$ cat config.mk
export PLATFORM = sky130hd
export DESIGN_NAME = vmc_div_cell
export DESIGN_NICKNAME = d
export VERILOG_FILES = /design/src/hdl/vmc_pkg.sv /design/src/hdl/vmc_div_cell.sv
export SDC_FILE = /design/constraint.sdc
export NUM_CORES = 1
export LEC_CHECK = 0
export BUFFER_PORTS_ARGS = -buffer_cell sky130_fd_sc_hd__buf_4
export CORE_AREA = 2 2 299 301
export CTS_CLUSTER_DIAMETER = 60
export DETAILED_ROUTE_END_ITERATION = 10
export DIE_AREA = 0 0 301 303
export GPL_ROUTABILITY_DRIVEN = 0
export GPL_TIMING_DRIVEN = 0
export PLACE_DENSITY = 0.48
export SLEW_MARGIN = 15
export SYNTH_ARGS = -nofsm -noshare
export SYNTH_HDL_FRONTEND = slang
export SYNTH_SLANG_ARGS = --single-unit
$ cat constraint.sdc
create_clock -name clk -period 2.9 [get_ports clk]
set_input_delay 0.29 -clock clk [delete_from_list [all_inputs] [get_ports clk]]
set_output_delay 0.29 -clock clk [all_outputs]
set_load 0.05 [all_outputs]
$ cat src/hdl/vmc_pkg.sv
// vmc_pkg: widths and types shared by the vector magnitude clamp.
// No dependencies.
package vmc_pkg;
  localparam int CompW  = 31;          // signed component width
  localparam int CapW   = 30;          // cap width
  localparam int RootW  = 31;          // isqrt of 63-bit sum
  localparam int SumW   = 63;          // sum of three squares <= 3*2^60
  localparam int ProdW  = 60;          // |comp| * cap < 2^60
  localparam int QuoW   = 30;          // quotient < |comp| <= 2^30

  // one item as it travels through the cells
  typedef struct packed {
    logic signed [CompW-1:0] x;
    logic signed [CompW-1:0] y;
    logic signed [CompW-1:0] z;
    logic [CapW-1:0]         cap;
  } vec_t;
endpackage

$ cat src/hdl/vmc_div_cell.sv
// vmc_div_cell: one restoring-division step for all three components.
// Depends on vmc_pkg.
module vmc_div_cell #(
  parameter int Step = 0
) (
  input  logic                    clk,
  input  logic                    en,
  input  logic [vmc_pkg::RootW-1:0] mag,
  input  logic [vmc_pkg::ProdW-1:0] num_in [3],
  input  logic [vmc_pkg::RootW:0]   prem_in [3],
  input  logic [vmc_pkg::QuoW-1:0]  quo_in [3],
  output logic [vmc_pkg::ProdW-1:0] num [3],
  output logic [vmc_pkg::RootW:0]   prem [3],
  output logic [vmc_pkg::QuoW-1:0]  quo [3]
);
  import vmc_pkg::*;

  // numerator bit brought down in this step
  localparam int Bit = ProdW - 1 - Step;

  logic [RootW+1:0] t [3];

  always_comb begin
    for (int i = 0; i < 3; i++) begin
      t[i] = {prem_in[i], num_in[i][Bit]};
    end
  end

  always_ff @(posedge clk) begin
    if (en) begin
      for (int i = 0; i < 3; i++) begin
        num[i] <= num_in[i];
        if (t[i] >= {1'b0, 1'b0, mag}) begin
          prem[i] <= (RootW+1)'(t[i] - {2'b00, mag});
          quo[i]  <= {quo_in[i][QuoW-2:0], 1'b1};
        end else begin
          prem[i] <= (RootW+1)'(t[i]);
          quo[i]  <= {quo_in[i][QuoW-2:0], 1'b0};
        end
      end
    end
  end
endmodule

# --- After elaboration in Yosys (flattened, before gate mapping) ---
# Cells that the tools add are included.
totals:
  wordCells: 21
  output_inout_bits: 366
  in_bits: 399
  ff_bits: 366
op_classes:
  n_mux: 6
  order_cmp: 3
  addsub: 3
ops:
  columns: ["cell", "n"]
  rows:
  - ["33-bit by 31-bit >= comparator with 1-bit output", 3]
  - ["32-bit two-way mux", 3]
  - ["32-bit by 31-bit subtractor with 32-bit output", 3]
  - ["1-bit two-way mux", 3]

# --- Logic depth before layout (Yosys ltp) ---
logic_depth:
  word_depth: 2
  depth_mapped: 13
  depth_no_buf: 11

# --- Least setup slack after synthesis ---
# Ideal clock, no wire load.
synth_timing:
  kind: "input to register"
  startpoint: "input mag[7] in the netlist's numbering"
  endpoint: "register prem[88] in the netlist's numbering (data pin)"
  setup_ns: 0.260
  arrival_time_ns: 2.500
  stages: 10
  n_path_buf: 0
  path_slack_ns: 0.140
  required_time_ns: 2.640
  cell_sequence: "inv_1 ha_1 a211o_1 a2111o_1 a2111oi_2 o31a_2 o21ai_2 a31o_1 xor2_1 mux2_4"
synth_between:
  elab_chain_cells: 2
  elab_cells_between_ends: 3
  cone_classes: "1 x add/sub; 1 x order compare; 1 x mux"
synth_lines:
  columns: ["element", "line_no", "rtl"]
  rows:
  - ["from (decl)", "vmc_div_cell.sv:8", "input logic [vmc_pkg::RootW-1:0] mag,"]
  - ["32-bit by 31-bit subtractor with 32-bit output or 33-bit by 31-bit >= comparator with 1-bit output (tied branches)", "vmc_div_cell.sv:34, vmc_div_cell.sv:33", null]
  - ["32-bit two-way mux (*)", "vmc_div_cell.sv:33", "if (t[i] >= {1'b0, 1'b0, mag}) begin"]
  - ["to (signal, indexed assignment)", "vmc_div_cell.sv:34", "prem[i] <= (RootW+1)'(t[i] - {2'b00, mag});"]
  - ["to (signal, indexed assignment)", "vmc_div_cell.sv:37", "prem[i] <= (RootW+1)'(t[i]);"]
  - ["to (decl)", "vmc_div_cell.sv:13", "output logic [vmc_pkg::RootW:0] prem [3],"]
# Mark *: on every way between the ends. The rest lies on a longest branch, timed or not.
# A chain may end at the register's enable or synchronous reset.

# --- Final worst setup path ---
layout_timing:
  startpoint: "input prem_in[20] in the netlist's numbering"
  endpoint: "register prem[30] in the netlist's numbering (data pin)"
layout_between:
  elab_chain_cells: 2
  elab_cells_between_ends: 3
  cone_classes: "1 x add/sub; 1 x order compare; 1 x mux"
layout_lines:
  columns: ["element", "line_no", "rtl"]
  rows:
  - ["from (decl)", "vmc_div_cell.sv:10", "input logic [vmc_pkg::RootW:0] prem_in [3],"]
  - ["32-bit by 31-bit subtractor with 32-bit output or 33-bit by 31-bit >= comparator with 1-bit output (tied branches)", "vmc_div_cell.sv:34, vmc_div_cell.sv:33", null]
  - ["32-bit two-way mux (*)", "vmc_div_cell.sv:33", null]
# Marks and branches as above.

==> key figures <==
Status
  – Status: finished, final reports clean

STA
  – Final hold slack: 0.0215 ns
  – Setup TNS: 0 ns
  – Setup ws final: 0.0709 ns
  – F_max: 353 MHz
  – Max-slew violations: 0
  – Final Hold Fails: 0
  – Share of the clock period used by the worst path after layout: 0.976
  – Setup Viol. Count Final: 0
  – Worst Tran Pin Value: 0.759 ns
  – Min Tclk post-route: 2.83 ns
  – Max-Slew Margin vs Limit: 0.489

Logic synthesis
  – Post-synthesis cell count: 1,346
  – Fraction of registers with async set or reset after synthesis: 0
  – Synth area leaders: edfxtp_1 (63%), ha_1 (6.7%), a21oi_1 (4.1%)
  – Post-synth net total: 1,841
  – Netlist cell types: 79
  – Top_reg_cell synth: edfxtp_1
  – Flops & latches, synth: 366
  – Sequential area share after synthesis: 0.633
  – Dominant cell type by area after synthesis: edfxtp_1
  – Synthesized cell area: 17,400 um2
  – Post-synth EDFFs: 366
  – Post-synth top area share: 0.633
  – Yosys Warn Count: 0
  – Average cell area after synthesis: 12.9 um2

Floorplan
  – Die Y: 303 um
  – Placement Rows: 109
  – Die Width: 301 um
  – I/O pins: 765
  – Initial core utilization: 0.198
  – Core area: 88,000 um2
  – Die Area: 91,200 um2

Placed design
  – Dpl cell area: 24,600 um2
  – Hpwl dp: 77.8 mm
  – Placement Setup Slack: -1.27 ns
  – Port Buf Inserts: 761

Layout
  – Fin nets: 2,989
  – Area Growth Syn to Fin: 72.8%
  – Register area: 11,000 um2
  – Share of cells above drive strength 1: 0.369
  – Fillcell total: 8,771
  – Finished Cell Area: 30,000 um2
  – Multi-input combinational cell area: 6100 um2

Critical path
  – Crit-path max cell delay: 0.53 ns
  – Setup crit start: prem_in[20]
  – Worst endpoint required time: 3.38 ns
  – Critical Path, Cell by Cell: dlygate4sd3_1, buf_4, ha_1, a21o_1, a211oi_1, or4b_1, o21ai_1, o21ai_1, o31a_1, a31oi_1
  – CP Class: in -> reg
  – Buf+Inv Stages, Crit Path: 2
  – Slowest-stage cell, CP: dlygate4sd3_1
  – Crit. End Element: flip-flop
  – CP max FO: 7
  – CP Launch Type: input pin
  – Critical Path AT: 3.31 ns
  – Delay-heaviest family, CP: compound AO/OA/AOI/OAI gates
  – CP most frequent cell: o21ai_1

Pwr
  – Max VDD drop: 0.000484 V
  – Clock power frac: 0.363
  – Logic pwr share: 0.293
  – Pwr Total: 19.4 mW
  – P per Cell Area: 647 nW/um2
  – LEAKAGE: 12.5 nW
  – Switching Fraction: 0.351
  – Sequential Power Share: 0.344
  – P_sw: 6.81 mW
  – Internal power: 12.6 mW

Routing
  – Vias: 16,300
  – Final wirelength: 95.0 mm
  – Drt via density: 4.38
  – DRC: 0
  – Pre-antenna DRT Iters: 5
  – 1st-iter DRT viols: 1,137
  – Post-route ant nets: 0
  – Wire per inst: 25.5 um

Global route
  – First-pass GRT wire length: 126 mm
  – Met1 track demand over resource: 0.205
  – GRT busiest layer: met2
  – GRT Residual Overflow: 0
  – Met2 Resource Use GR: 0.373
  – Met3 usage: 0.0647
  – GRT Total Usage: 0.198
  – Largest net degree at the start of global routing: 109
  – Vias in the first global route: 16,400
  – Initial antenna violation count: 59

Clock tree
  – Worst-path clk slew: 0.05 ns
  – Clk sink count: 366
  – Num CTS Buffers: 57
  – Clk root buf: clkbuf_16
  – Number of H-tree levels: 2
  – CTS tree: done
  – Clk buf depth: 3

Run
  – Max Cap Viol: 0

Min path
  – Min-delay worst type: in -> reg
  – Worst Hold Launch: prem_in[9]
[cells in the mapped netlist, drive strengths merged (20+ instances only)]
cell type	instances
ha	93
nor2	104
xnor2	44
a21oi	142
edfxtp	366
buf	22
o21ai	87
xor2	32
mux2	20
nand2	94
a21o	29
nand3	20
inv	54
[worst paths after layout]
check / to / depth (start not counted)
worst max-delay path: prem[30]$_DFFE_PP_ / 10
worst min-delay path: prem[10]$_DFFE_PP_ / 2
[layout make-up]
cell class              instances  share of cell area
inverters                      54             0.00700
clock buffers                  60              0.0479
clock inverters                47              0.0168
flip-flops and latches        366               0.366
diodes                         11            0.000917
multi-input cells             888               0.203
repair buffers               1090               0.302
well taps                    1165              0.0486
plain buffers                  37             0.00750
[cell families (layout without fill, tap and decap cells)]
kind of cell,Yosys count,in the layout,share of synthesized area
XOR/XNOR,76,76,0.0383
other,0,11,0
AO/OA/AOI/OAI,375,375,0.134
AND/OR/NAND/NOR,319,319,0.0866
flip-flops,366,366,0.633
adder cells (fa/ha/maj),96,96,0.0704
buffers and inverters,92,1288,0.0238
multiplexers,22,22,0.0143
[cells in the final DEF (no fill, tap or decap), drive strengths merged, types with 20 or more instances in the layout]
cell         instances
o21ai               87
mux2                20
inv                 67
buf                784
a21oi              142
clkinv              20
nand2               94
nor2               104
dlygate4sd3        323
nand3               20
edfxtp             366
a21o                29
ha                  93
xor2                32
clkbuf              80
xnor2               44
[per-layer routing]
metal  share of wire  vias to the layer above  wire (um)
li1                -                     7444          -
met1            0.35                     7855      33000
met2            0.53                      768      50400
met3           0.084                      197       8000
met4           0.035                       34       3350
met5          0.0023                        -        219
[what timing repair did]
action                                  CTS  global route
hold buffers                            323             0
gates resized for setup                  13            24
hold endpoints to repair                323             0
pin swaps                                 3             0
buffers inserted                          3             0
endpoints found under the setup margin   51            73
[power by group through the flow]
stage / Sequential, mW / Clock, mW / Combinational [mW]
2_1_floorplan: 8.63 / 0 / 1.25
3_3_place_gp: 6.81 / 0 / 5.23
3_5_place_dp: 6.78 / 0 / 5.25
4_1_cts: 6.68 / 7.30 / 5.71
5_1_grt: 6.73 / 7.49 / 5.97
6_report: 6.68 / 7.06 / 5.68
[registers in the layout (all words and copies together), names as in the netlist]
name and count:
prem 96, num 180, quo 90
[through the flow]
step	std cells	util
6_report	3718	0.341
5_1_grt	3709	0.341
4_1_cts	3708	0.340
2_1_floorplan	1346	-
3_3_place_gp	3272	0.279
3_5_place_dp	3275	0.280
Note: power is estimated with default switching activity, not from simulation.
