## src/hdl/vmc_pkg.sv

```systemverilog
// vmc_pkg: widths and types shared by the vector magnitude clamp.
// No dependencies.
package vmc_pkg;
  localparam int CompW  = 31;          // signed component width
  localparam int CapW   = 30;          // cap width
  localparam int RootW  = 31;          // isqrt of 63-bit sum
  localparam int SumW   = 63;          // sum of three squares <= 3*2^60
  localparam int ProdW  = 60;          // |comp| * cap < 2^60
  localparam int QuoW   = 30;          // quotient < |comp| <= 2^30

  // one item as it travels through the cells
  typedef struct packed {
    logic signed [CompW-1:0] x;
    logic signed [CompW-1:0] y;
    logic signed [CompW-1:0] z;
    logic [CapW-1:0]         cap;
  } vec_t;
endpackage

```

## src/hdl/vmc_sqrt_cell.sv

```systemverilog
// vmc_sqrt_cell: one digit step of the bit-pair integer square root.
// Depends on vmc_pkg.
module vmc_sqrt_cell #(
  parameter int Step = 0
) (
  input  logic                    clk,
  input  logic                    en,
  input  logic [vmc_pkg::SumW-1:0]  rem_in,
  input  logic [vmc_pkg::RootW-1:0] root_in,
  input  vmc_pkg::vec_t           vec_in,
  output logic [vmc_pkg::SumW-1:0]  rem,
  output logic [vmc_pkg::RootW-1:0] root,
  output vmc_pkg::vec_t           vec
);
  import vmc_pkg::*;

  // partial root so far holds Step bits; trial = (root<<2|1) << shift
  localparam int Sh = 2 * (RootW - 1 - Step);
  logic [SumW+1:0] trial;
  logic [SumW+1:0] rem_w;

  always_comb begin
    trial = ({{(SumW+2-RootW){1'b0}}, root_in} << 2 | (SumW+2)'(1)) << Sh;
    rem_w = {2'b00, rem_in};
  end

  // each cell resolves one root bit
  always_ff @(posedge clk) begin
    if (en) begin
      vec <= vec_in;
      if (rem_w >= trial) begin
        rem  <= SumW'(rem_w - trial);
        root <= {root_in[RootW-2:0], 1'b1};
      end else begin
        rem  <= rem_in;
        root <= {root_in[RootW-2:0], 1'b0};
      end
    end
  end
endmodule

```

## config.mk

```make
export PLATFORM = sky130hd
export DESIGN_NAME = vmc_sqrt_cell
export DESIGN_NICKNAME = d
export VERILOG_FILES = /design/src/hdl/vmc_pkg.sv /design/src/hdl/vmc_sqrt_cell.sv
export SDC_FILE = /design/constraint.sdc
export NUM_CORES = 1
export LEC_CHECK = 0
export ABC_AREA = 1
export BUFFER_PORTS_ARGS = -buffer_cell sky130_fd_sc_hd__clkbuf_2
export CORE_AREA = 5 5 167 169
export DETAILED_ROUTE_END_ITERATION = 16
export DIE_AREA = 0 0 172 174
export SLEW_MARGIN = 40
export SYNTH_ARGS = -nofsm -noshare
export SYNTH_HDL_FRONTEND = slang
export SYNTH_SLANG_ARGS = --single-unit
```

## constraint.sdc

```tcl
create_clock -name clk -period 4 [get_ports clk]
set_input_delay 0.6 -clock clk [delete_from_list [all_inputs] [get_ports clk]]
set_output_delay 0.6 -clock clk [all_outputs]
set_load 0.005 [all_outputs]
```

; Word-level counts from Yosys, hierarchy flattened
; Index checks and enable logic that the tools add are counted.
[classes]
n_mux = 2
addsub = 1
n_lt_le_gt_ge = 1
[ops]
columns = cell, count
row1 = $ge 63x65->1, 1
row2 = $mux 63, 1
row3 = $sub 63x63->63, 1
row4 = $mux 1, 1
[totals]
inputBits = 219
elab_cells = 10
regBits = 217
out_inout_bits = 217

; Logic depth before layout (Yosys ltp)
; Gate-level depths: netlist of run 1.
[logic_depth]
word_depth = 2
depth_mapped = 12
ltp_nobuf = 12

; Worst setup path after synthesis of run 1
; No wires, ideal clock.
[synth_timing]
path_type = in2reg
startpoint = in root_in[0] (netlist name)
endpoint = reg rem[61] (netlist name), data pin
stages = 9
setup_slack_ps = 2209
arrival_ps = 1538
required_time_ps = 3747
n_path_buf = 0
setup_ps = 253
path_cell_list = inv_1 -> ha_1 -> nand3_1 -> nor2_1 -> nand2_1 -> nor2_1 -> nand3_1 -> nand3_1 -> nand2_1
[synth_between]
elab_chain_cells = 2
[synth_lines]
columns = item, line_no
row1 = from (decl), vmc_sqrt_cell.sv:9  ; input logic [vmc_pkg::RootW-1:0] root_in,
row2 = $ge 63x65->1, vmc_sqrt_cell.sv:31  ; if (rem_w >= trial) begin
row3 = $mux 63, vmc_sqrt_cell.sv:31
row4 = to (signal assigned), vmc_sqrt_cell.sv:32  ; rem <= SumW'(rem_w - trial);
row5 = to (signal assigned), vmc_sqrt_cell.sv:35  ; rem <= rem_in;
row6 = to (decl), vmc_sqrt_cell.sv:11  ; output logic [vmc_pkg::SumW-1:0] rem,
; Every way passes these cells.
; A chain may end at the register's enable or synchronous reset.

; Worst setup path after layout of run 1
[layout_timing]
startpoint = reg rem[38] (netlist name)
endpoint = out rem[38] (netlist name)
; No word-level cell between the ends.

==> results.ini, run 1 <==
[run_status]
status = complete, no violations

[worst_setup_path]
crit_type = reg -> out
critPathBufInv = 1
path_cells = clkbuf_2
path_delay_family = flip-flops
end_kind = primary output
critPathLaunchType = flop
crit_slowest_cell = edfxtp_1
slowest_delay_ps = 430
crit_cells = 1
crit_fanout = 1
crit_required_ps = 3400
crit_start = rem[38]$_DFFE_PP_
cp-endpoint = rem[38]
worst-endpoint-arrival_ps = 1080

[detailed_routing]
vias_per_cell = 4.10
drc = 0
wirelength_um = 22000
first_iter_violations = 205
firstDrtPassIters = 4
antenna_left = 0
num_vias = 4837
wl_per_cell_um = 18.7

[yosys]
synth_fp_nets = 578
yosysSeqAreaShare = 0.918
syn_avg_cell_area_um2 = 19.9
netlist_instances = 356
synth_cell_types = 14
ys_seq_elements = 217
syn_area_um2 = 7100
ys_warn_count = 0

[clock_tree]
cts_tree = yes
cts_sinks = 217
cts_setup_buffers = 0
clockRootBuffer = clkbuf_16
clkTransAtPathRegs_ps = 60
cts-resized-gates = 0
ctsHoldBuffers = 0
cts_buffers = 24
cts_buffer_depth = 3
htreeDepth = 1

[global_route]
grt_pass1_wl_um = 31100
grt_max_degree = 81
antenna_found_initial = 7
grtUsageTotal = 0.137
grt_pass1_vias = 5138
grt-ovfl-total = 0

[layout]
fill_cells = 2501
final_common_cell = clkbuf_2
syn_to_final_growth_pct = 48.7
drive_gt1_frac = 0.575
utilization = 0.400
final_cells = 1181
layout_common_cells = clkbuf_2 (433), edfxtp_1 (217), nor2_1 (64), nand2_1 (43), clkbuf_16 (25)
nets = 1041

[flow_run]
drv_cap = 0

[floorplanning]
rows = 60
initial_utilization = 0.269
io_pins = 436
die_h_um = 174
core_um2 = 26400
die_area_um2 = 29900
die_x_um = 172

[timing]
setup_viol = 0
hold_ws_ps = 263
rsz0062_at_grt = no
tns_ps = 0
tightest_slew_ps = 632
maxSlewHeadroom = 0.578
report.final.slew_viol_count = 0
post-route-period-util = 0.421
layout_min_cycle_time_ps = 1680
final-hold-violation-count = 0
clock.fmax_mhz = 594

[placed_design]
gp_congestion = 0.777
io_buffers = 434
dpl.hpwl_um = 17500
dp_cells = 1134

[hold_path]
hold_class = in -> reg

[pwr]
ir_drop_mv = 0.315
power_uw = 5390
leakagePower_uw = 0.00456
p_per_area_nw_per_um2 = 510

per-stage QoR:
stage                     cell area (um^2)  worst slack [ps]
after floorplan                       7100              2210
after global placement                9760              1890
after detailed placement              9760              1890
after CTS                            10500              2280
after global routing                 10600              2280
final                                10600              2320
routing by layer:
layer,part of all wire,routed length [um],track usage
met2,0.52,11400,0.245
met1,0.34,7490,0.145
met3,0.11,2490,0.0512
met5,0.0011,25,0
met4,0.030,653,0.0495
cell families (layout without fill, tap and decap cells):
kind of cell,count (synthesis),count (layout),synth area share
and+or+nand+nor,121,121,0.0675
adders and majority gates,3,3,0.00529
AOI/OAI and AO/OA,4,4,0.00317
other,0,5,0
xor gates and xnor gates,1,1,0.00123
buffers and inverters,10,489,0.00529
DFF,217,217,0.918
report_power, final:
| part | total, uW | switching (uW) | internal, uW |
|---|---|---|---|
| registers | 2750 | 48.9 | 2710 |
| clock network | 2210 | 875 | 1330 |
| logic | 425 | 223 | 203 |
flip-flops by register name, summed over array words and instances (netlist names):
register / flops
rem: 63
vec: 123
root: 31
worst min-delay path by stage:
stage	to	startpoint	cells after the start	slack (ps)
final	vec[45]$_DFFE_PP_	vec_in[45]	1	260
after global routing	vec[63]$_DFFE_PP_	vec_in[63]	1	230
after CTS	vec[68]$_DFFE_PP_	vec_in[68]	1	220
after detailed placement	vec[2]$_DFFE_PP_	vec_in[2]	1	780
after global placement	vec[50]$_DFFE_PP_	vec_in[50]	1	780
after floorplan	rem[0]$_DFFE_PP_	rem_in[0]	0	700
Yosys cell counts:
library cell  instances  area [um^2]
a21oi_1               2         10.0
nor2_1               64          240
nor2_2                3         18.8
nand3_1               8         40.0
nand4_1               1         6.26
ha_1                  3         37.5
o31ai_1               1         7.51
inv_2                 3         11.3
edfxtp_1            217         6520
o21ai_1               1         5.00
nand2_1              43          161
xnor2_1               1         8.76
inv_1                 7         26.3
nand2_2               2         12.5
layout make-up:
cell class	instances	area (um^2)	area share
well taps	341	427	0.0404
multi-input cells	129	548	0.0519
flip-flops and latches	217	6520	0.617
diodes	5	12.5	0.00118
clock inverters	13	150	0.0142
inverters	10	37.5	0.00355
clock buffers	29	641	0.0607
repair buffers	437	2230	0.211
Power figures use the tool's default switching activity.
==> run 2: changes to the inputs <==
==> constraint.sdc (replaced) <==
create_clock -name clk -period 1.7 [get_ports clk]
set_input_delay 0.255 -clock clk [delete_from_list [all_inputs] [get_ports clk]]
set_output_delay 0.255 -clock clk [all_outputs]
set_load 0.005 [all_outputs]
==> results.ini, run 2 (same netlist as run 1, synthesis figures left out) <==
[timing]
tns_ps = 0  ; unchanged
setup_viol = 0  ; unchanged
clock.fmax_mhz = 628
final-hold-violation-count = 0  ; unchanged
layout_min_cycle_time_ps = 1590
rsz0062_at_grt = no  ; unchanged
report.final.slew_viol_count = 0  ; unchanged
tightest_slew_ps = 328  ; was 632 ps
maxSlewHeadroom = 0.781  ; was 0.578
post-route-period-util = 0.937

[worst_setup_path]
crit_slowest_cell = dlygate4sd3_1  ; was edfxtp_1
critPathBufInv = 5  ; was 1
slowest_delay_ps = 520  ; was 430 ps
critPathLaunchType = input port  ; was flop
crit_cells = 15  ; was 1
crit_required_ps = 1970  ; was 3400 ps
path_delay_family = buffers and inverters  ; was flip-flops
crit_path_frequent_cell = nand2_1
crit_fanout = 4  ; was 1
path_cells = dlygate4sd3_1 > clkbuf_2 > inv_1 > ha_1 > buf_4 > inv_2 > nor2_2 > nand2_1 > nor2_1 > nand2_1 > nor2_1 > nand2_1 > nand2_2 > nand3_1 > nand2_1  ; was clkbuf_2
worst-endpoint-arrival_ps = 1860  ; was 1080 ps
crit_type = in -> reg  ; was reg -> out
end_kind = flop  ; was primary output

[floorplanning]
initial_utilization = 0.269  ; unchanged
die_h_um = 174  ; unchanged
core_um2 = 26400  ; unchanged
die_x_um = 172  ; unchanged
io_pins = 436  ; unchanged
rows = 60  ; unchanged
die_area_um2 = 29900  ; unchanged

[clock_tree]
clkTransAtPathRegs_ps = 60  ; about the same
clockRootBuffer = clkbuf_16  ; unchanged
cts_buffers = 23  ; was 24
cts-resized-gates = 0  ; unchanged
cts_buffer_depth = 3  ; unchanged
cts_tree = yes  ; unchanged
ctsHoldBuffers = 212  ; was 0
cts_setup_buffers = 0  ; unchanged
cts_sinks = 217  ; unchanged
htreeDepth = 1  ; unchanged

[placed_design]
gp_congestion = 0.820  ; was 0.777
dp_cells = 1141  ; was 1134
io_buffers = 434  ; unchanged
dpl_cell_area_um2 = 9820  ; was 9760 um^2
dpl.hpwl_um = 17700  ; was 17500 um

[layout]
reg_top3 = vec: 123 flops, rem: 63 flops, root: 31 flops  ; unchanged
final_cell_area_um2 = 12600  ; was 10600 um^2
largest_register = vec  ; unchanged
drive_gt1_frac = 0.455  ; was 0.575
nets = 1259  ; was 1041
syn_to_final_growth_pct = 77.6  ; was 48.7%
layout_common_cells = clkbuf_2 (433), edfxtp_1 (217), dlygate4sd3_1 (212), nor2_1 (64), nand2_1 (43)  ; was clkbuf_2 (433), edfxtp_1 (217), nor2_1 (64), nand2_1 (43), clkbuf_16 (25)
final_cells = 1398  ; was 1181
final_common_cell = clkbuf_2  ; unchanged
largest_reg_flops = 123  ; unchanged
utilization = 0.477  ; was 0.400
regArea_um2 = 6520  ; unchanged
multiInputGateArea_um2 = 548  ; unchanged
fill_cells = 2302  ; was 2501

[global_route]
grt_max_degree = 49  ; was 81
grt_pass1_wl_um = 35500  ; was 31100 um
grt-ovfl-total = 0  ; unchanged
antenna_found_initial = 3  ; was 7
grtUsageTotal = 0.154  ; was 0.137
grt_pass1_vias = 6381  ; was 5138

[flow_run]
drv_cap = 0  ; unchanged

[detailed_routing]
drc = 0  ; unchanged
firstDrtPassIters = 4  ; unchanged
wl_per_cell_um = 17.5  ; was 18.7 um
first_iter_violations = 260  ; was 205
vias_per_cell = 4.08  ; was 4.10
antenna_left = 0  ; unchanged
wirelength_um = 24500  ; was 22000 um
num_vias = 5705  ; was 4837

[hold_path]
worstHoldPathCells = 1  ; unchanged
hold_class = in -> reg  ; unchanged

[pwr]
p_per_area_nw_per_um2 = 984  ; was 510 nW/um^2
leakagePower_uw = 0.00544  ; was 0.00456 uW
ir_drop_mv = 0.747  ; was 0.315 mV

[run_status]
status = complete, no violations  ; unchanged

[run 2: worst paths after layout]
check,from,to
worst max-delay path,root_in[0],rem[60]$_DFFE_PP_
worst min-delay path,rem_in[32],rem[32]$_DFFE_PP_
[run 2: area by class of cell]
cell class	count	share of cell area
Clock inverter	10	0.00407
Clock buffer	32	0.0483
Tap cell	341	0.0338
Antenna cell	3	0.000595
Sequential cell	217	0.517
Multi-Input combinational cell	129	0.0434
Inverter	10	0.00298
Timing Repair Buffer	656	0.350
[run 2: per-stage QoR]
| step | worst slack (ps) | hold WS [ps] | total power [uW] |
|---|---|---|---|
| after global placement | 102 | 432 | 7600 |
| after floorplan | 254 | 354 | 6720 |
| final | 108 | 32.1 | 12400 |
| after CTS | 132 | 30.2 | 12600 |
| after global routing | 0.864 | 3.86 | 13000 |
| after detailed placement | 115 | 434 | 7640 |
[run 2: power breakdown]
part	switching, uW	leakage, uW	total, uW	internal (uW)
clock network	1980	0.000322	4480	2500
logic	635	0.00299	1440	808
registers	124	0.00212	6490	6360
[run 2: routing by layer]
metal  routed length [um]  track usage  up-vias
met3                 2090       0.0416       49
met2                13100        0.291      269
met1                 8490        0.163     2697
met5                    0            0        -
li1                     -            -     2690
met4                  787       0.0491        0
